File: src/design/dde_pkg.sv
// Package: widths, command codes, controller states and control structs
`timescale 1ns / 1ps
package dde_pkg;
   localparam int MAX_NODES = 256;
   localparam int NODE_W    = $clog2(MAX_NODES);
   localparam int DIST_W    = 16;
   localparam int SUM_W     = 24;
   localparam int CNT_W     = NODE_W + 1;
   localparam int ADDR_W    = 2 * NODE_W;
   localparam logic [SUM_W-1:0] SUM_MAX = {SUM_W{1'b1}};

   typedef enum logic [1:0] {
      CMD_WRITE  = 2'd0,
      CMD_INSERT = 2'd1,
      CMD_REMOVE = 2'd2,
      CMD_EVAL   = 2'd3
   } cmd_type;

   typedef enum logic [2:0] {
      ST_IDLE,
      ST_WR_FWD,
      ST_WR_REV,
      ST_SCAN,
      ST_FLUSH,
      ST_OWN,
      ST_RESP
   } state_type;

   typedef struct packed {
      logic capture;
      logic wr_fwd;
      logic wr_rev;
      logic scan;
      logic own;
      logic resp_load;
   } dp_cmd_type;

   typedef struct packed {
      logic is_write;
      logic scan_last;
      logic pipe_empty;
      logic out_busy;
   } dp_stat_type;
endpackage

File: src/design/dde_ctrl.sv
// Command sequencer for the evaluator
`timescale 1ns / 1ps
module dde_ctrl (
   input  logic                 clock,
   input  logic                 reset,
   input  logic                 req_valid,
   output logic                 req_ready,
   input  dde_pkg::dp_stat_type stat,
   output dde_pkg::dp_cmd_type  cmd
);
   dde_pkg::state_type state_ff, state_in;

   always_ff @(posedge clock) begin
      if (reset) begin
         state_ff <= dde_pkg::ST_IDLE;
      end else begin
         state_ff <= state_in;
      end
   end

   always_comb begin
      state_in = state_ff;
      unique case (state_ff)
         dde_pkg::ST_IDLE: begin
            if (req_valid) state_in = dde_pkg::ST_WR_FWD;
         end
         dde_pkg::ST_WR_FWD: begin
            state_in = stat.is_write ? dde_pkg::ST_WR_REV : dde_pkg::ST_SCAN;
         end
         dde_pkg::ST_WR_REV: state_in = dde_pkg::ST_SCAN;
         dde_pkg::ST_SCAN: begin
            if (stat.scan_last) state_in = dde_pkg::ST_FLUSH;
         end
         dde_pkg::ST_FLUSH: begin
            if (stat.pipe_empty) state_in = dde_pkg::ST_OWN;
         end
         dde_pkg::ST_OWN: state_in = dde_pkg::ST_RESP;
         dde_pkg::ST_RESP: begin
            if (!stat.out_busy) state_in = dde_pkg::ST_IDLE;
         end
         default: state_in = dde_pkg::ST_IDLE;
      endcase
   end

   always_comb begin
      cmd       = '0;
      req_ready = 1'b0;
      unique case (state_ff)
         dde_pkg::ST_IDLE: begin
            req_ready   = 1'b1;
            cmd.capture = req_valid;
         end
         dde_pkg::ST_WR_FWD: cmd.wr_fwd = stat.is_write;
         dde_pkg::ST_WR_REV: cmd.wr_rev = 1'b1;
         dde_pkg::ST_SCAN:   cmd.scan   = 1'b1;
         dde_pkg::ST_FLUSH:  cmd        = '0;
         dde_pkg::ST_OWN:    cmd.own    = 1'b1;
         dde_pkg::ST_RESP:   cmd.resp_load = !stat.out_busy;
         default:            cmd        = '0;
      endcase
   end
endmodule

File: config.mk
export PLATFORM = sky130hd
export DESIGN_NAME = dde_ctrl
export DESIGN_NICKNAME = d
export VERILOG_FILES = /design/src/design/dde_pkg.sv /design/src/design/dde_ctrl.sv
export SDC_FILE = /design/constraint.sdc
export NUM_CORES = 1
export LEC_CHECK = 0
export BUFFER_PORTS_ARGS = -buffer_cell sky130_fd_sc_hd__buf_4
export CORE_AREA = 2 2 39 41
export CTS_BUF_LIST = sky130_fd_sc_hd__clkbuf_16
export CTS_CLUSTER_DIAMETER = 40
export CTS_CLUSTER_SIZE = 16
export DETAILED_ROUTE_END_ITERATION = 10
export DIE_AREA = 0 0 41 43
export HOLD_SLACK_MARGIN = 0.05
export PLACE_DENSITY = 0.38
export RECOVER_POWER = 50
export SETUP_SLACK_MARGIN = 0.15
export SLEW_MARGIN = 20
export SYNTH_ARGS = -nofsm -noshare
export SYNTH_HDL_FRONTEND = slang
export SYNTH_SLANG_ARGS = --single-unit
File: constraint.sdc
create_clock -name clock -period 2 [get_ports clock]
set_input_delay 0.4 -clock clock [delete_from_list [all_inputs] [get_ports clock]]
set_output_delay 0.4 -clock clock [all_outputs]
set_load 0.1 [all_outputs]
* Yosys cells after proc, flatten, opt, wreduce, memory -nomap -nowiden *
Cells that the tools add are included.
W data, S select, Z words.

cells by class
  reduce and logical (&&, ||, !) cells = 3
  eq/ne operators = 10
  muxes and demuxes = 13

operators with widths
  kind                  count
  $pmux W3 S7           1
  $mux W3               4
  $eq A3 B3 Y1 const B  3
  $mux W1               8
  $ne A2 B2 Y1 const B  4
  $eq A3 B2 Y1 const B  2
  $reduce_and A4 Y1     1
  $eq A3 B1 Y1 const B  1
  $logic_not A3 Y1      1
  $logic_not A1 Y1      1

storage, ports and cells
  output and inout bits = 7
  logic and storage cells = 27
  register bits = 3

* Logic depth before layout (Yosys ltp) *
Gate-level depths: netlist of run 1.

  word-level depth = 3
  depth in mapped cells = 4

* Worst setup path before layout of run 1 *
OpenSTA, ideal clock, no wires.

  kind = flip-flop to output port
  from = register state_ff[2]
  to = output port cmd[5] (netlist bit)
  data arrival time = 3.503 ns
  cell stages (with the launch flop) = 4
  path buffers = 1
  data required time = 1.600 ns
  slack = -1.903 ns
  path through = dfxtp_1 -> buf_2 -> nor3_1 -> and2_1

RTL lines
  element                 line            text
  from (decl)             dde_ctrl.sv:11  dde_pkg::state_type state_ff, state_in;
  from (signal assigned)  dde_ctrl.sv:15  state_ff <= dde_pkg::ST_IDLE;
  from (signal assigned)  dde_ctrl.sv:17  state_ff <= state_in;
  to (decl)               dde_ctrl.sv:9   output dde_pkg::dp_cmd_type cmd

* Worst setup path in the final report of run 1 *
  from = register state_ff[2]
  to = output port req_ready

between the ends
  cells in the longest elaborated chain, start to end = 2

ends and longest elaborated chain
  element           line            text
  $logic_not A3 Y1  dde_ctrl.sv:48  unique case (state_ff)
  $mux W1           dde_ctrl.sv:48
  to (decl)         dde_ctrl.sv:7   output logic req_ready,

No other way between the ends.

==> impl_metrics.toml, run 1 <==
[setup_path]
max_stage_delay_ns = 0.48
cp_max_fo = 10
worstPathCellList = "nor3_4 -> clkbuf_2"
crit_type = "reg2out"
cp_slowest_cell = "clkbuf_2"
critPathCaptureType = "output port"
path_buf_inv = 1
worstPathRequired_ns = 1.60
cp_top_family = "buffers and inverters"
startpoint_type = "flop"
critPathArrivalTime_ns = 1.37

[pwr]
power_leakage_nw = 0.194
p_per_area_nw_per_um2 = 1260
peakVddDrop_v = 0.000296

[outcome]
status = "finished, final reports clean"

[layout]
multi_input_area_um2 = 178
seq_area_um2 = 62.6
n_antenna_cell = 0
layout.cells.non_filler = 60
largest-register = "state_ff"
largest_reg_flops = 3
mostFrequentLayoutCells = "buf_4, nand2b_1, nand2_1, clkbuf_16"
reg_top3 = "state_ff: 3 flops"
layout_commonest_cell = "buf_4"
layout.nets = 52
final_util_pct = 31.5
synthToLayoutAreaGrowth_pct = 84.1
fillCellCount = 155
final_layout_size_suffix_gt1_share_pct = 52.3

[timing]
layout_setup_ws_ns = 0.226
tns_ns = 0
fin_crit_ns = 1.77
max-slew-margin-rel_pct = 64.1
fin_crit_sh_pct = 88.7
maxSlewViolCount = 0
rsz0062_at_grt = "no"
setup_viol = 0
hold_violations = 0
timing.fmax_mhz = 564
fin_skew_ns = 0.00151
tightestPinTransition_ns = 0.541

[synthesis]
synth_seq_cells = 3
yosysWarnings = 0
synth_area_per_cell_um2 = 7.88
yosysSeqAreaShare_pct = 25.4
synth_cells = 30
netlist-cell-type-count = 20
synth_nets = 37
syn_area_um2 = 236

[routing]
drc = 0
vias = 242
wirelength_um = 557
avgRoutedWirePerCell_um = 9.28
post_drt_via_cell_ratio = 4.03
drtAntennaViolNets = 0
drt_iter0_markers = 5
dr.pass1.iters = 2

[clocking]
ctsHtreeMaxLevel = 1
clkSinkCount = 3
tritoncts = "built"
cts_buffer_depth = 2
clk_root_buffer_cell = "clkbuf_16"
clk_pin_slew_ns = 0.03
clk_latency_ns = 0.22
cts_made_buffers = 3
hold_buffers = 0

[die]
die_h_um = 43
row_count = 14
die-area_um2 = 1760
core_area_um2 = 1380
io_pins = 14
start_util_pct = 17.1
fp.dieW_um = 41

[run]
maxCapViolations = 0

[global_route]
grt_max_degree = 11
antenna_found_initial = 0
grt_pass1_wl_um = 883
grt_use_total_pct = 7.52
first_global_vias = 223
grt_overflow = 0

[place]
dp_slack_ns = 0.419
routabilityCongestion = 0.728
dp_cells = 56
io_buffers = 13

[worst_hold_path]
hold_class = "in2reg"
==> worst reg2reg max path: cells and delay by family (launching register included) <==
family           cells  cell delay [ns]
AO/OA/AOI/OAI        1             0.34
flip-flops           1             0.59
AND/OR/NAND/NOR      1             0.13
==> cells in the mapped netlist <==
master / n / area (um2)
dfxtp_1: 3 / 60.1
nand2_1: 3 / 11.3
nand2b_1: 3 / 18.8
a21oi_1: 2 / 10.0
nor2_1: 2 / 7.51
nor2b_1: 2 / 12.5
o21ai_0: 2 / 10.0
a2111oi_2: 1 / 15.0
and2_1: 1 / 6.26
and3_1: 1 / 6.26
and3b_1: 1 / 8.76
buf_2: 1 / 5.00
buf_4: 1 / 7.51
buf_6: 1 / 11.3
inv_1: 1 / 3.75
mux2i_1: 1 / 10.0
nor2_4: 1 / 11.3
nor3_1: 1 / 5.00
nor4_1: 1 / 6.26
nor4bb_1: 1 / 10.0
==> metrics by stage <==
step,area (um2),hold WS [ns],total power [mW]
floorplan,275,0.469,0.224
detailed placement,359,0.586,0.246
global placement,359,0.592,0.247
finish,435,0.351,0.549
CTS,438,0.357,0.559
global route,435,0.358,0.574
==> cells by family (layout without fill, tap and decap cells) <==
group                  after synthesis  after routing  share of synthesized area (%)
AO/OA/AOI/OAI                        5              5                           14.8
buffers and inverters                4             18                           11.6
flip-flops                           3              3                           25.4
multiplexers                         1              1                           4.23
AND/OR/NAND/NOR                     17             17                           43.9
==> cell type report <==
class,count,share of cell area (%)
multi-input combinational,23,40.8
timing repair buffer,13,21.3
clock buffer,3,17.2
sequential,3,14.4
tap,16,4.60
clock inverter,1,0.862
inverter,1,0.862
==> metal layers <==
metal  share of wire, %  track usage (%)  vias up
met4                  0             6.00        0
met5                  0                0        -
met3                 12             4.19        0
met1                 44             8.97      102
li1                   -                -      129
met2                 43             9.38       11
==> power by group <==
part	internal, mW	leakage (nW)	total [mW]	switching, mW
sequential	0.0672	0.0253	0.0873	0.0200
combinational	0.0460	0.126	0.154	0.108
clock	0.257	0.0423	0.308	0.0508
total	0.371	0.194	0.549	0.179
==> path summary, 6_finish.rpt <==
check | cells after the start | start | slack, ns | to
worst max-delay path | 2 | state_ff[2]$_SDFFE_PP0P_ | 0.23 | req_ready
worst max register to register | 2 | state_ff[2]$_SDFFE_PP0P_ | 0.83 | state_ff[0]$_SDFFE_PP0P_
worst min-delay path | 2 | reset | 0.35 | state_ff[1]$_SDFFE_PP0P_
worst min register to register | 2 | state_ff[0]$_SDFFE_PP0P_ | 0.54 | state_ff[1]$_SDFFE_PP0P_
==> what timing repair did <==
| item | CTS | global route |
|---|---|---|
| endpoints found under the setup margin | 0 | 5 |
| gates resized for setup | 0 | 2 |
| buffers inserted | 0 | 0 |
Power figures use the tool's default switching activity.
==> run 2: changes to the inputs <==
ABC_AREA = 1   (was default)
PLACE_DENSITY = 0.44   (was 0.38)
SKIP_LAST_GASP = 1   (was default)
==> impl_metrics.toml, run 2 <==
[timing]
tightestPinTransition_ns = 0.537
timing.fmax_mhz = 545
hold_violations = 0
tns_ns = 0
fin_skew_ns = 0.00337
fin_crit_sh_pct = 91.8
rsz0062_at_grt = "no"
maxSlewViolCount = 0
max-slew-margin-rel_pct = 64.3
setup_viol = 0
fin_crit_ns = 1.84

[setup_path]
startpoint_type = "flop"
max_stage_delay_ns = 0.45
cp_slowest_cell = "clkbuf_2"
critPathCaptureType = "output port"
critPathArrivalTime_ns = 1.44
worstPathCellList = "nor2_4 -> inv_1 -> nor2_2 -> clkbuf_2"
worstPathRequired_ns = 1.60
cp_max_fo = 9
cp_top_family = "buffers and inverters"
path_buf_inv = 2
crit_type = "reg2out"

[run]
maxCapViolations = 0

[synthesis]
synth_area_leader_cell = "dfxtp_1"
synth_nets = 58
synth_most_common_cell = "nand2_1"
async_flop_share_pct = 0
yosysSeqAreaShare_pct = 19.6
synth_seq_cells = 3
yosysWarnings = 0
synthFlopType = "dfxtp_1"
synth_edf_count = 0
synth_area_per_cell_um2 = 6.01
synth_common_cells = "nand2_1, inv_1, nor2_1"
syn_area_um2 = 307
netlist-cell-type-count = 18
synth_top_area_share_pct = 19.6
synth_cells = 51
netlist_top_cells_area = "dfxtp_1, nand2_1, inv_1, buf_6, nor2_1"

[pwr]
p_clk_share_pct = 36.6
p_int_mw = 0.433
swShare_pct = 49.6
netSwitchingPower_mw = 0.427
p_per_area_nw_per_um2 = 1640
seqPwrFrac_pct = 12.8
power_mw = 0.860
power_leakage_nw = 0.272
peakVddDrop_v = 0.000577
p_comb_share_pct = 50.6

[routing]
dr.pass1.iters = 4
avgRoutedWirePerCell_um = 8.94
post_drt_via_cell_ratio = 4.12
wirelength_um = 742
vias = 342
drt_iter0_markers = 3
drtAntennaViolNets = 0
drc = 0

[place]
routabilityCongestion = 0.759
io_buffers = 13
hpwl_um = 586
dpl_cell_area_um2 = 453

[layout]
design_area_um2 = 526
largest_reg_flops = 3
layout.nets = 75
final_layout_size_suffix_gt1_share_pct = 44.8
mostFrequentLayoutCells = "inv_1, buf_4, nand2_1"
fillCellCount = 159
reg_top3 = "state_ff: 3 flops"
n_antenna_cell = 0
largest-register = "state_ff"
synthToLayoutAreaGrowth_pct = 71.4

[global_route]
first_global_vias = 292
grt_max_degree = 10
grt_use_total_pct = 10.1
grt_overflow = 0
antenna_found_initial = 0
grt_pass1_wl_um = 1180

[clocking]
clk_latency_ns = 0.23
tritoncts = "built"
clk_root_buffer_cell = "clkbuf_16"
cts_made_buffers = 3
clkSinkCount = 3
clk_pin_slew_ns = 0.03
hold_buffers = 0
cts_buffer_depth = 2
ctsHtreeMaxLevel = 1

[die]
fp.dieW_um = 41
io_pins = 14
die_h_um = 43
row_count = 14
start_util_pct = 22.2
core_area_um2 = 1380
die-area_um2 = 1760

[outcome]
status = "finished, final reports clean"

[worst_hold_path]
hold_class = "in2reg"
-- run 2: changes by cell type after synthesis, sizes merged, moves of 2 or more --
cell / delta
a21oi: +2
inv: +10
nand2: +8
nand2b: -3
nand3: +4
nor2: +6
nor2b: -2
-- run 2: cell families (layout without fill, tap and decap cells) --
logic type | after synthesis | after routing | share of synthesized area, %
simple gates | 28 | 28 | 46.9
buf+inv | 14 | 30 | 22.4
flops | 3 | 3 | 19.6
compound gates | 6 | 6 | 11.0
-- run 2: layout make-up --
type | instances | area (um2) | area share [%]
Multi-Input combinational cell | 34 | 215 | 41.0
Timing Repair Buffer | 14 | 104 | 19.8
Clock buffer | 3 | 75.1 | 14.3
Sequential cell | 3 | 61.3 | 11.7
Inverter | 12 | 46.3 | 8.81
Tap cell | 16 | 20.0 | 3.81
Clock inverter | 1 | 3.75 | 0.714
-- run 2: path summary, 6_finish.rpt --
path                       startpoint                        to  slack [ns]  cells after the start
max          state_ff[1]$_SDFFE_PP0P_                 req_ready        0.16                      4
max reg2reg  state_ff[1]$_SDFFE_PP0P_  state_ff[1]$_SDFFE_PP0P_        0.76                      7
min                             reset  state_ff[2]$_SDFFE_PP0P_        0.34                      2
min reg2reg  state_ff[1]$_SDFFE_PP0P_  state_ff[1]$_SDFFE_PP0P_        0.60                      2
-- run 2: per-stage QoR --
step | hold slack [ns] | instances | setup WS [ns] | util [%]
6_report | 0.345 | 83 | 0.164 | 38.0
5_1_grt | 0.351 | 83 | 0.0956 | 38.0
4_1_cts | 0.339 | 83 | 0.219 | 38.4
3_5_place_dp | 0.577 | 79 | 0.455 | 32.7
3_3_place_gp | 0.583 | 79 | 0.455 | 32.7
2_1_floorplan | 0.462 | 51 | -0.0266 | -
-- run 2: routing by layer --
metal  part of all wire [%]  vias up  global-route usage [%]  wire [um]
met5                      0        -                       0          0
li1                       -      189                       -          -
met2                     46        8                    14.7        339
met3                    3.9        2                    1.57         29
met1                     47      143                    12.5        350
met4                    3.1        0                    8.00         23
-- run 2: repair_timing --
| item | in CTS | in global routing |
|---|---|---|
| setup buffers | 0 | 0 |
| hold endpoints to repair | 0 | 0 |
| gates resized for setup | 0 | 1 |
| setup endpoints to repair | 0 | 1 |
-- run 2: power groups by stage --
stage	Clock [mW]	Combinational, mW	Sequential [mW]
finish	0.315	0.435	0.110
global route	0.325	0.465	0.115
CTS	0.323	0.451	0.111
detailed placement	0	0.450	0.112
global placement	0	0.452	0.111
floorplan	0	0.402	0.0932
==> run 3: changes to the inputs <==
--- a/config.mk
+++ b/config.mk
@@ -9,2 +9,3 @@
 export BUFFER_PORTS_ARGS = -buffer_cell sky130_fd_sc_hd__buf_4
+export CAP_MARGIN = 40
 export CORE_AREA = 2 2 39 41
==> constraint.sdc (replaced) <==
create_clock -name clock -period 2 [get_ports clock]
set_input_delay 0.2 -clock clock [delete_from_list [all_inputs] [get_ports clock]]
set_output_delay 0.2 -clock clock [all_outputs]
set_load 0.1 [all_outputs]
==> impl_metrics.toml, run 3 (synthesis gave the netlist of run 2 again) <==
[outcome]
status = "finished, final reports clean"

[setup_path]
reg2reg_depth = 7
critPathArrivalTime_ns = 1.48
startpoint_type = "flop"
cp_max_fo = 9
critPathCaptureType = "output port"
worstPathRequired_ns = 1.80
crit_type = "reg2out"

[timing]
layout_setup_ws_ns = 0.323
maxSlewViolCount = 0
fin_skew_ns = 0.000760
hold_violations = 0
whs_ns = 0.153
timing.fmax_mhz = 596
setup_viol = 0
max-slew-margin-rel_pct = 64.2
fin_crit_ns = 1.68
rsz0062_at_grt = "no"
tightestPinTransition_ns = 0.539
fin_crit_sh_pct = 83.8

[die]
row_count = 14
die-area_um2 = 1760
fp.dieW_um = 41
die_h_um = 43
io_pins = 14
start_util_pct = 22.2
core_area_um2 = 1380

[clocking]
hold_buffers = 0
cts_buffer_depth = 2
cts_made_buffers = 3
postCtsSetupBuffers = 0
clk_latency_ns = 0.22
clkSinkCount = 3
tritoncts = "built"
clk_pin_slew_ns = 0.03
cts_resized = 0
ctsHtreeMaxLevel = 1
clk_root_buffer_cell = "clkbuf_16"

[global_route]
grt_overflow = 0
grt_use_total_pct = 10.9
grt_pass1_wl_um = 1310
first_global_vias = 327
grt_max_degree = 10
antenna_found_initial = 0

[layout]
fillCellCount = 160
design_area_um2 = 514
layout_commonest_cell = "buf_4"
largest-register = "state_ff"
mostFrequentLayoutCells = "buf_4, inv_1, nand2_1"
final_util_pct = 37.2
reg_top3 = "state_ff: 3 flops"
seq_area_um2 = 60.1
multi_input_area_um2 = 209
final_layout_size_suffix_gt1_share_pct = 43.3
layout.nets = 75
layout.cells.non_filler = 83
synthToLayoutAreaGrowth_pct = 67.8
n_antenna_cell = 0
largest_reg_flops = 3

[worst_hold_path]
hold_class = "in2reg"
min_path_cells = 2

[routing]
wirelength_um = 815
dr.pass1.iters = 3
vias = 343
drc = 0
drt_iter0_markers = 2
post_drt_via_cell_ratio = 4.13
avgRoutedWirePerCell_um = 9.82
drtAntennaViolNets = 0

[run]
maxCapViolations = 0

[place]
dpl_cell_area_um2 = 445
routabilityCongestion = 0.758
dp_cells = 79
hpwl_um = 610
dp_slack_ns = 0.622
io_buffers = 13

[pwr]
power_leakage_nw = 0.271
peakVddDrop_v = 0.000515
p_per_area_nw_per_um2 = 1660
## run 3: changes by cell type in the layout (fill, tap and decap cells not counted)
cell,change
nor3_2,+1
dfxtp_2,-1
buf_4,+1
buf_6,-1
nor3_4,-1
dfxtp_1,+1
## run 3: final cells by class
class / count / share of cell area [%]
timing repair buffer: 14 / 19.5
tap: 16 / 3.89
clock inverter: 1 / 0.730
sequential: 3 / 11.7
clock buffer: 3 / 14.6
multi-input combinational: 34 / 40.6
inverter: 12 / 9.00
## run 3: stage by stage
step / setup TNS (ns) / total power [mW]
floorplan: -0.0591 / 0.487
global placement: 0 / 0.555
detailed placement: 0 / 0.554
CTS: 0 / 0.877
global route: 0 / 0.893
finish: 0 / 0.854
## run 3: routing by layer
metal	GRT usage (%)	share of wire, %
met3	0	2.6
met5	0	0
met4	8.00	2.1
met2	16.9	50
met1	13.7	45
## run 3: path summary, 6_finish.rpt
check,endpoint,from,slack (ns)
setup / recovery,cmd[5],state_ff[1]$_SDFFE_PP0P_,0.32
hold / removal,state_ff[2]$_SDFFE_PP0P_,reset,0.15
setup reg to reg,state_ff[1]$_SDFFE_PP0P_,state_ff[1]$_SDFFE_PP0P_,0.71
hold reg to reg,state_ff[1]$_SDFFE_PP0P_,state_ff[1]$_SDFFE_PP0P_,0.64
## run 3: critical path, cell delays in order, from the launching register on
cell	delay (ns)
dfxtp_1	0.40
nor2_4	0.15
inv_1	0.12
nor3_4	0.11
clkbuf_2	0.47
## run 3: where the power goes
part           total (mW)  internal [mW]  leakage, nW  switching, mW
combinational       0.427         0.0923        0.204          0.335
clock               0.317          0.258       0.0423         0.0590
sequential          0.109         0.0754       0.0248         0.0340
